File: config.mk
export PLATFORM = sky130hd
export DESIGN_NAME = day_number_to_calendar_date_unit
export DESIGN_NICKNAME = d
export VERILOG_FILES = /design/src/design/dnc_pkg.sv /design/src/design/dnc_gregory.sv /design/src/design/dnc_split.sv /design/src/design/dnc_finish.sv /design/src/design/day_number_to_calendar_date_unit.sv
export SDC_FILE = /design/constraint.sdc
export NUM_CORES = 2
export LEC_CHECK = 0
export BUFFER_PORTS_ARGS = -buffer_cell sky130_fd_sc_hd__buf_2
export CORE_MARGIN = 10
export CORE_UTILIZATION = 60
export DETAILED_ROUTE_END_ITERATION = 12
export GPL_TIMING_DRIVEN = 1
export PLACE_DENSITY = 0.83
export SETUP_SLACK_MARGIN = 0.05
export SKIP_LAST_GASP = 1
export SYNTH_ARGS = -nofsm -noshare
export SYNTH_HDL_FRONTEND = slang
export SYNTH_SLANG_ARGS = --single-unit
File: constraint.sdc
create_clock -name clk -period 7.8 [get_ports clk]
set_input_delay 0.39 -clock clk [delete_from_list [all_inputs] [get_ports clk]]
set_output_delay 0.39 -clock clk [all_outputs]
set_load 0.005 [all_outputs]
File: src/design/dnc_pkg.sv
package dnc_pkg;

  // Day number offsets (MJD to JD, Gregorian cutover JD)
  localparam int JD_OFFSET  = 2400001;
  localparam int GREG_START = 2299161;

  // 4*Z - 7468865 written on the MJD: 4*MJD + 4*JD_OFFSET - 7468865
  localparam int N1_OFFSET = 4 * JD_OFFSET - 7468865;

  // B = A + 1524, Gregorian A carries an extra +1
  localparam int B_OFFSET_JUL  = 1524;
  localparam int B_OFFSET_GREG = 1525;

  // C numerator 20*B - 2442 is biased by C_BIAS*7305 to stay nonnegative
  localparam int C_DIV    = 7305;
  localparam int C_BIAS   = 5000;
  localparam int C_OFFSET = C_BIAS * C_DIV - 2442;

  localparam int D_MULT = 1461;

  // Year bases for the month split
  localparam int YEAR_BASE_LATE  = 4716;
  localparam int YEAR_BASE_EARLY = 4715;
  localparam int YEAR_MIN = 1;
  localparam int YEAR_MAX = 9999;

  // Exact floor division by reciprocal: M = ceil(2^S / D), S = N + ceil(log2 D)
  localparam int ALPHA_DIV   = 146097;
  localparam int ALPHA_SHIFT = 43;
  localparam longint unsigned ALPHA_MULT =
    ((64'd1 << ALPHA_SHIFT) + 64'(ALPHA_DIV) - 64'd1) / 64'(ALPHA_DIV);

  localparam int C_SHIFT = 41;
  localparam longint unsigned C_MULT =
    ((64'd1 << C_SHIFT) + 64'(C_DIV) - 64'd1) / 64'(C_DIV);

  // E = floor(10000*x / 306001); the 10000 is folded into the reciprocal
  localparam int E_DIV   = 306001;
  localparam int E_SCALE = 10000;
  localparam int E_SHIFT = 42;
  localparam longint unsigned E_MULT =
    64'(E_SCALE) * (((64'd1 << E_SHIFT) + 64'(E_DIV) - 64'd1) / 64'(E_DIV));

  localparam int Y100_DIV   = 100;
  localparam int Y100_SHIFT = 21;
  localparam longint unsigned Y100_MULT =
    ((64'd1 << Y100_SHIFT) + 64'(Y100_DIV) - 64'd1) / 64'(Y100_DIV);

  localparam int MONTH_WRAP = 14;
  localparam int MARCH      = 3;

  // Between the cycle front end and the date split
  typedef struct packed {
    logic [23:0] b;       // Meeus B, two's complement
    logic [27:0] n2;      // biased C numerator
    logic        julian;
  } mid_t;

  // Between the date split and the finish stages
  typedef struct packed {
    logic [15:0] year;    // two's complement, unchecked
    logic [3:0]  month;
    logic [4:0]  day;
    logic        julian;
  } date_t;

  typedef struct packed {
    logic [13:0] year;
    logic [3:0]  month;
    logic [4:0]  day;
    logic [8:0]  doy;
    logic        leap;
    logic        range_error;
  } res_t;

  // floor(30.6001 * e)
  function automatic logic [8:0] month_offset(input logic [3:0] e);
    logic [8:0] r;
    unique case (e)
      4'd0:  r = 9'd0;
      4'd1:  r = 9'd30;
      4'd2:  r = 9'd61;
      4'd3:  r = 9'd91;
      4'd4:  r = 9'd122;
      4'd5:  r = 9'd153;
      4'd6:  r = 9'd183;
      4'd7:  r = 9'd214;
      4'd8:  r = 9'd244;
      4'd9:  r = 9'd275;
      4'd10: r = 9'd306;
      4'd11: r = 9'd336;
      4'd12: r = 9'd367;
      4'd13: r = 9'd397;
      4'd14: r = 9'd428;
      4'd15: r = 9'd459;
    endcase
    return r;
  endfunction

  // floor(275 * m / 9) - 30
  function automatic logic [8:0] month_base(input logic [3:0] m);
    logic [8:0] r;
    unique case (m)
      4'd1:    r = 9'd0;
      4'd2:    r = 9'd31;
      4'd3:    r = 9'd61;
      4'd4:    r = 9'd92;
      4'd5:    r = 9'd122;
      4'd6:    r = 9'd153;
      4'd7:    r = 9'd183;
      4'd8:    r = 9'd214;
      4'd9:    r = 9'd245;
      4'd10:   r = 9'd275;
      4'd11:   r = 9'd306;
      4'd12:   r = 9'd336;
      default: r = 9'd0;
    endcase
    return r;
  endfunction

endpackage

File: src/design/dnc_gregory.sv
module dnc_gregory (
  input  logic               clk,
  input  logic               rst,
  input  logic               in_valid,
  output logic               in_ready,
  input  logic [22:0]        mjd,
  output logic               out_valid,
  input  logic               out_ready,
  output dnc_pkg::mid_t      out_data
);

  logic [3:0]  vld;
  logic [3:0]  rdy;

  logic [23:0] z1;
  logic [24:0] n1;
  logic        jul1;
  logic [23:0] z2;
  logic [7:0]  alpha2;
  logic        jul2;
  logic [23:0] b3;
  logic        jul3;
  dnc_pkg::mid_t s4;

  logic [23:0] z_next;
  logic [25:0] n1_wide;
  logic        jul_next;
  logic [50:0] alpha_prod;
  logic [23:0] b_next;
  logic [28:0] b_wide;
  logic [28:0] n2_wide;

  // Per-stage ready: a stage takes new data when empty or draining
  always_comb begin
    rdy[3] = !vld[3] || out_ready;
    rdy[2] = !vld[2] || rdy[3];
    rdy[1] = !vld[1] || rdy[2];
    rdy[0] = !vld[0] || rdy[1];
  end

  assign in_ready  = rdy[0];
  assign out_valid = vld[3];
  assign out_data  = s4;

  always_ff @(posedge clk) begin
    if (rst) begin
      vld <= '0;
    end else begin
      if (rdy[0]) vld[0] <= in_valid;
      if (rdy[1]) vld[1] <= vld[0];
      if (rdy[2]) vld[2] <= vld[1];
      if (rdy[3]) vld[3] <= vld[2];
    end
  end

  // Stage 1: JD, calendar select, alpha numerator
  assign z_next   = {mjd[22], mjd} + 24'(dnc_pkg::JD_OFFSET);
  assign jul_next = $signed(z_next) < $signed(24'(dnc_pkg::GREG_START));
  assign n1_wide  = {mjd[22], mjd, 2'b00} + 26'(dnc_pkg::N1_OFFSET);

  // Stage 2: alpha = floor(n1 / 146097)
  assign alpha_prod = 51'(n1) * 51'(dnc_pkg::ALPHA_MULT);

  // Stage 3: B
  assign b_next = jul2 ? z2 + 24'(dnc_pkg::B_OFFSET_JUL)
                       : z2 + 24'(dnc_pkg::B_OFFSET_GREG) + 24'(alpha2)
                         - 24'(alpha2[7:2]);

  // Stage 4: biased 20*B - 2442
  assign b_wide  = {{5{b3[23]}}, b3};
  assign n2_wide = (b_wide << 4) + (b_wide << 2) + 29'(dnc_pkg::C_OFFSET);

  always_ff @(posedge clk) begin
    if (rdy[0]) begin
      z1   <= z_next;
      n1   <= n1_wide[24:0];
      jul1 <= jul_next;
    end
    if (rdy[1]) begin
      z2     <= z1;
      alpha2 <= alpha_prod[dnc_pkg::ALPHA_SHIFT +: 8];
      jul2   <= jul1;
    end
    if (rdy[2]) begin
      b3   <= b_next;
      jul3 <= jul2;
    end
    if (rdy[3]) begin
      s4.b      <= b3;
      s4.n2     <= n2_wide[27:0];
      s4.julian <= jul3;
    end
  end

endmodule

File: src/design/dnc_split.sv
module dnc_split (
  input  logic               clk,
  input  logic               rst,
  input  logic               in_valid,
  output logic               in_ready,
  input  dnc_pkg::mid_t      in_data,
  output logic               out_valid,
  input  logic               out_ready,
  output dnc_pkg::date_t     out_data
);

  logic [3:0]  vld;
  logic [3:0]  rdy;

  logic [15:0] c5;
  logic [23:0] b5;
  logic        jul5;
  logic [15:0] c6;
  logic [8:0]  x6;
  logic        jul6;
  logic [15:0] c7;
  logic [8:0]  x7;
  logic [3:0]  e7;
  logic        jul7;
  dnc_pkg::date_t s8;

  logic [56:0] c_prod;
  logic [15:0] c_next;
  logic [25:0] c_wide;
  logic [25:0] c_scaled;
  logic [25:0] d_val;
  logic [25:0] x_wide;
  logic [46:0] e_prod;
  logic [8:0]  day_wide;
  logic [3:0]  month_next;
  logic [15:0] year_next;

  always_comb begin
    rdy[3] = !vld[3] || out_ready;
    rdy[2] = !vld[2] || rdy[3];
    rdy[1] = !vld[1] || rdy[2];
    rdy[0] = !vld[0] || rdy[1];
  end

  assign in_ready  = rdy[0];
  assign out_valid = vld[3];
  assign out_data  = s8;

  always_ff @(posedge clk) begin
    if (rst) begin
      vld <= '0;
    end else begin
      if (rdy[0]) vld[0] <= in_valid;
      if (rdy[1]) vld[1] <= vld[0];
      if (rdy[2]) vld[2] <= vld[1];
      if (rdy[3]) vld[3] <= vld[2];
    end
  end

  // Stage 5: C = floor(n2 / 7305) - bias
  assign c_prod = 57'(in_data.n2) * 57'(dnc_pkg::C_MULT);
  assign c_next = c_prod[dnc_pkg::C_SHIFT +: 16] - 16'(dnc_pkg::C_BIAS);

  // Stage 6: D = floor(1461*C / 4), x = B - D
  assign c_wide   = {{10{c5[15]}}, c5};
  assign c_scaled = c_wide * 26'(dnc_pkg::D_MULT);
  assign d_val    = 26'($signed(c_scaled) >>> 2);
  assign x_wide   = {{2{b5[23]}}, b5} - d_val;

  // Stage 7: E = floor(10000*x / 306001)
  assign e_prod = 47'(x6) * 47'(dnc_pkg::E_MULT);

  // Stage 8: day, month, year
  assign day_wide   = x7 - dnc_pkg::month_offset(e7);
  assign month_next = (e7 < 4'(dnc_pkg::MONTH_WRAP)) ? e7 - 4'd1 : e7 - 4'd13;
  assign year_next  = (month_next > 4'd2) ? c7 - 16'(dnc_pkg::YEAR_BASE_LATE)
                                          : c7 - 16'(dnc_pkg::YEAR_BASE_EARLY);

  always_ff @(posedge clk) begin
    if (rdy[0]) begin
      c5   <= c_next;
      b5   <= in_data.b;
      jul5 <= in_data.julian;
    end
    if (rdy[1]) begin
      c6   <= c5;
      x6   <= x_wide[8:0];
      jul6 <= jul5;
    end
    if (rdy[2]) begin
      c7   <= c6;
      x7   <= x6;
      e7   <= e_prod[dnc_pkg::E_SHIFT +: 4];
      jul7 <= jul6;
    end
    if (rdy[3]) begin
      s8.year   <= year_next;
      s8.month  <= month_next;
      s8.day    <= day_wide[4:0];
      s8.julian <= jul7;
    end
  end

endmodule

File: src/design/dnc_finish.sv
module dnc_finish (
  input  logic               clk,
  input  logic               rst,
  input  logic               in_valid,
  output logic               in_ready,
  input  dnc_pkg::date_t     in_data,
  output logic               out_valid,
  input  logic               out_ready,
  output dnc_pkg::res_t      out_data
);

  logic [1:0]  vld;
  logic [1:0]  rdy;

  logic [13:0] y9;
  logic [7:0]  q9;
  logic [3:0]  m9;
  logic [4:0]  d9;
  logic        jul9;
  logic        err9;
  dnc_pkg::res_t res;

  logic        err_next;
  logic [28:0] y_prod;
  logic [14:0] hundreds;
  logic        not_century;
  logic        by_four;
  logic        leap;
  logic [8:0]  k_adj;
  logic [8:0]  doy;

  always_comb begin
    rdy[1] = !vld[1] || out_ready;
    rdy[0] = !vld[0] || rdy[1];
  end

  assign in_ready  = rdy[0];
  assign out_valid = vld[1];
  assign out_data  = res;

  always_ff @(posedge clk) begin
    if (rst) begin
      vld <= '0;
    end else begin
      if (rdy[0]) vld[0] <= in_valid;
      if (rdy[1]) vld[1] <= vld[0];
    end
  end

  // Stage 9: range check, year / 100
  assign err_next = ($signed(in_data.year) < $signed(16'(dnc_pkg::YEAR_MIN))) ||
                    ($signed(in_data.year) > $signed(16'(dnc_pkg::YEAR_MAX)));
  assign y_prod   = 29'(in_data.year[13:0]) * 29'(dnc_pkg::Y100_MULT);

  // Stage 10: leap rule, day of year, blanking on range error
  assign hundreds    = 15'(q9) * 15'(dnc_pkg::Y100_DIV);
  assign not_century = hundreds != {1'b0, y9};
  assign by_four     = y9[1:0] == 2'b00;
  assign leap        = jul9 ? by_four : (by_four && (not_century || q9[1:0] == 2'b00));
  // Leap years lose one day after February, common years two
  assign k_adj       = (m9 >= 4'(dnc_pkg::MARCH)) ? (leap ? 9'd1 : 9'd2) : 9'd0;
  assign doy         = dnc_pkg::month_base(m9) - k_adj + 9'(d9);

  always_ff @(posedge clk) begin
    if (rdy[0]) begin
      y9   <= in_data.year[13:0];
      q9   <= y_prod[dnc_pkg::Y100_SHIFT +: 8];
      m9   <= in_data.month;
      d9   <= in_data.day;
      jul9 <= in_data.julian;
      err9 <= err_next;
    end
    if (rdy[1]) begin
      res.year        <= err9 ? '0 : y9;
      res.month       <= err9 ? '0 : m9;
      res.day         <= err9 ? '0 : d9;
      res.doy         <= err9 ? '0 : doy;
      res.leap        <= err9 ? 1'b0 : leap;
      res.range_error <= err9;
    end
  end

endmodule

File: src/design/day_number_to_calendar_date_unit.sv
// Converts a whole modified Julian day number into year, month, day of month,
// day of year and a leap-year flag, using the Julian calendar before
// 1582-10-15 and the Gregorian calendar from then on. The pipeline is ten
// register stages deep, and one item can be taken every cycle while the
// output side keeps up. Each stage holds its item until the next stage has
// room, so a stall on the output fills the pipeline from the back and input
// ready drops only once every stage is occupied. Dates outside years 1 to
// 9999 give tuser set and all data fields zero.
module day_number_to_calendar_date_unit (
  input  logic        clk,
  input  logic        rst,
  input  logic        s_axis_tvalid,
  output logic        s_axis_tready,
  input  logic [23:0] s_axis_tdata,   // [22:0] day_number, [23] pad
  output logic        m_axis_tvalid,
  input  logic        m_axis_tready,
  output logic [39:0] m_axis_tdata,   // [13:0] year, [17:14] month,
                                      // [22:18] day_of_month, [31:23] day_of_year,
                                      // [32] leap_flag, [39:33] zero
  output logic        m_axis_tuser    // [0] range_error
);

  logic           mid_valid;
  logic           mid_ready;
  dnc_pkg::mid_t  mid_data;
  logic           date_valid;
  logic           date_ready;
  dnc_pkg::date_t date_data;
  dnc_pkg::res_t  res;

  // Stages 1-4: JD, Gregorian correction, B and C numerator
  dnc_gregory u_gregory (
    .clk       (clk),
    .rst       (rst),
    .in_valid  (s_axis_tvalid),
    .in_ready  (s_axis_tready),
    .mjd       (s_axis_tdata[22:0]),
    .out_valid (mid_valid),
    .out_ready (mid_ready),
    .out_data  (mid_data)
  );

  // Stages 5-8: C, D, E and the calendar date
  dnc_split u_split (
    .clk       (clk),
    .rst       (rst),
    .in_valid  (mid_valid),
    .in_ready  (mid_ready),
    .in_data   (mid_data),
    .out_valid (date_valid),
    .out_ready (date_ready),
    .out_data  (date_data)
  );

  // Stages 9-10: range check, leap rule, day of year
  dnc_finish u_finish (
    .clk       (clk),
    .rst       (rst),
    .in_valid  (date_valid),
    .in_ready  (date_ready),
    .in_data   (date_data),
    .out_valid (m_axis_tvalid),
    .out_ready (m_axis_tready),
    .out_data  (res)
  );

  // Result packing
  assign m_axis_tdata = {7'd0, res.leap, res.doy, res.day, res.month, res.year};
  assign m_axis_tuser = res.range_error;

endmodule
==> Implementation_results.wiki <==
{| class="wikitable"
! Metric !! Value
|-
| Final clock period utilization by the worst path || between 90 and 100%
|-
| Placeable core region || 0.07939 mm²
|-
| Status || complete, no violations
|-
| Die Y-Extent || between 300 and 400 µm
|-
| DP Wirelength || 89880 µm
|-
| Highest-delay cell along the critical path || fa_1
|-
| Library cell occupying the most area in the post-synthesis netlist || fa_1
|-
| Sinks on the clock net || between 300 and 400
|-
| Type of the worst min-delay path || in -> reg
|-
| Category of the worst setup path launch point || flop
|-
| Part of the Yosys area used for sequential elements || 20.47%
|-
| ANT nets after route || 0
|-
| Global-route wire length before repair || ~170000 µm
|-
| Number of buffers on the longest clock path || 3
|-
| CP Capture Type || flop
|-
| Max-cap check violation count || 0
|-
| Total number of yosys warnings || 0
|-
| Setup Skew || 0.03338 ns
|-
| Clock transition at path regs || 0.06 ns
|-
| Critical setup path kind || reg -> reg
|-
| Final-layout setup total negative slack || 0 ns
|-
| CP Data Required Time || approximately 8.1 ns
|-
| RePlAce Congestion || 0.9503
|-
| Final wirelength || ~110000 µm
|-
| X dimension of the die || ~300 µm
|-
| Number of clock buffers inserted by TritonCTS || 36
|-
| Number of flip-flops and latches in the synthesized netlist || approximately 340
|-
| Number of instances in the synthesized netlist || roughly 4500
|-
| Number of hold-slack violations in the final timing report || 0
|-
| Proportion of synthesized flip-flops having asynchronous set or reset || 0%
|-
| Remaining global-route overflow || 0
|-
| Via count of the first global-routing pass || 33738
|-
| Most numerous cell on the critical path || fa_1
|-
| Post-Synthesis Cell Area || a little under 0.05 mm²
|-
| Residual DRC count || 0
|-
| Count of cell types in the netlist || 91
|-
| Source-to-sink clock delay at the later pin of the worst-skew pair || roughly 0.56 ns
|-
| Data arrival at the endpoint of the critical path || 7.86 ns
|-
| Number of filler instances in the final layout || between 5000 and 6000
|-
| CTS tree || yes
|-
| Average detailed-routed wire length per instance || 18.85 µm
|-
| Layout cell share with drive strength beyond 1 || 5.760%
|-
| Number of vias after detailed routing || approximately 31000
|-
| Pre-Repair DR Iteration Count || 6
|-
| Avg Vias per Cell || about 5.5
|-
| Slew at the pin closest to its max-slew limit || 1.312 ns
|-
| Die Area || a little over 0.09 mm²
|-
| Dominant cells by area after synthesis || fa_1 30%, ha_1 24%, edfxtp_1 19%
|-
| Crit-path max FO || 4
|-
| Min Tclk post-route || 7.583 ns
|-
| Final setup violation count || 0
|-
| Largest net degree at the start of global routing || between 50 and 60
|-
| Post-synth top area share || between 20 and 30%
|-
| Area growth from synthesis to layout || 7.409%
|-
| Fin. max-slew vios || 0
|-
| Site row count || 103
|-
| Root Buffer || clkbuf_16
|-
| Antenna violations before repair || 1
|-
| Port Buffers || between 60 and 70
|-
| Number of hold buffers added after CTS || 0
|-
| Highest cell delay on the worst timing path || 0.59 ns
|-
| Iteration-0 DRC count of the detailed router || just under 2000
|-
| # IOs || between 70 and 80
|-
| Primary flip-flop cell chosen by synthesis mapping || edfxtp_1
|-
| Number of flops mapped to enable cells by yosys || roughly 310
|-
| Gr usage total || a little under a quarter
|-
| Maximum clock frequency || roughly 130 MHz
|-
| Average instance area after synthesis || around 11 µm²
|-
| Layout Nets || between 6000 and 7000
|-
| Worst slew margin relative to its limit || 12.46%
|-
| H-tree depth || 2
|-
| Effective utilization at floorplan || between 60% and 70%
|}
-- cells by family after synthesis --
group	count (synthesis)	share of synthesized area (%)
fa+ha+maj	1636	53.52
buf+inv	1303	10.20
compound gates	486	6.577
simple gates	485	5.110
flops	337	20.47
xor+xnor	213	3.865
mux	12	0.2541
other cells	1	0.007770
-- final timing paths --
path	startpoint	end	slack, ns	depth (start not counted)
worst max-delay path	u_gregory.out_data[21]	u_split.c5[15]	0.22	25
worst min-delay path	s_axis_tvalid	u_gregory.vld[0]	0.07	3
worst max register to register	u_gregory.out_data[21]	u_split.c5[15]	0.22	25
worst min register to register	u_split.c6[2]	u_split.c7[2]	0.41	0
-- state kept, by name, summed over array words and instances, names as in the netlist, 16 cells and up, named ones only --
name,count
u_gregory.out_data,36
u_finish.out_data,34
u_split.out_data,26
u_gregory.b3,24
u_gregory.z1,24
u_gregory.z2,24
u_gregory.n1,23
u_split.c5,16
u_split.c6,16
u_split.c7,16
-- stage by stage --
| step | area, µm² | worst slack [ns] | instances | utilization [%] | hold WS [ns] |
|---|---|---|---|---|---|
| floorplan | 48290 | 0.5866 | 4479 | - | 0.4003 |
| global placement | 50040 | 0.1185 | 5596 | 63.04 | 0.4004 |
| detailed placement | 50040 | 0.03663 | 5596 | 63.04 | 0.4045 |
| CTS | 51320 | 0.05736 | 5667 | 64.65 | 0.05375 |
| global route | 51840 | -0.05271 | 5703 | 65.30 | 0.06633 |
| finish | 51840 | 0.2175 | 5704 | 65.30 | 0.07375 |
-- routing by layer --
| layer | routed length (µm) | vias to the layer above | GRT usage, % |
|---|---|---|---|
| li1 | - | 14581 | - |
| met1 | 43540 | 15551 | 29.46 |
| met2 | 54120 | 971 | 41.08 |
| met3 | 5765 | 233 | 2.641 |
| met4 | 4101 | 0 | 7.328 |
| met5 | 0 | - | 0 |
-- cell usage after synthesis (6+ instances only) --
cell	instances
buf_4	7
nor2b_1	40
nor4_1	9
and3_1	16
a211o_1	6
ha_1	922
nand3_1	40
edfxtp_1	313
o211ai_1	10
nor2_1	119
nand2_1	115
or3_1	13
nor3_1	30
a21o_1	74
dfxtp_1	24
and2_1	9
a21oi_1	145
a31oi_1	14
nand2b_1	26
or2_2	8
o21bai_1	21
xnor2_1	151
nand4_1	25
fa_1	714
clkbuf_1	20
o21a_1	25
a31o_2	6
o21ai_0	89
and4_1	8
a211oi_1	14
xor2_1	62
mux2i_1	10
o31ai_1	9
inv_1	1270
o22ai_1	6
o21ai_1	7
-- area by class of cell --
cell class / instances / area, µm² / area share [%]
Clock buffer: 40 / 925.9 / 1.786
Tap cell: 1050 / 1314 / 2.534
Inverter: 1271 / 4771 / 9.203
Sequential cell: 337 / 9879 / 19.06
Antenna cell: 1 / 2.502 / 0.004827
Clock inverter: 24 / 276.5 / 0.5334
Multi-Input combinational cell: 2839 / 33680 / 64.97
Timing Repair Buffer: 142 / 989.7 / 1.909
-- cells in the final DEF, fill, tap and decap left out, types with 40 or more instances in the layout --
cell,n
a21o_1,74
a21oi_1,139
nor2_1,119
buf_4,73
o21ai_0,85
nor2b_1,40
fa_1,714
inv_1,1268
buf_2,62
edfxtp_1,313
nand2_1,112
ha_1,917
xor2_1,62
xnor2_1,150
-- worst max-delay path: cells and delay by family, from the launching register on --
family          cells  cell delay (ns)
fa+ha+maj           8             3.89
xor+xnor            1             0.14
flops               1             0.53
buf+inv             5             0.41
compound gates      6             0.89
simple gates        5             1.45
-- repair_timing --
| action | in CTS | in global routing |
|---|---|---|
| endpoints found under the setup margin | 4 | 6 |
| gates resized for setup | 0 | 39 |
| pin swaps | 0 | 17 |
| setup buffers | 7 | 36 |
Power is left out: the tool's default activity adds up to more than one toggle a clock period on the data nets, which glitch-free logic cannot reach.
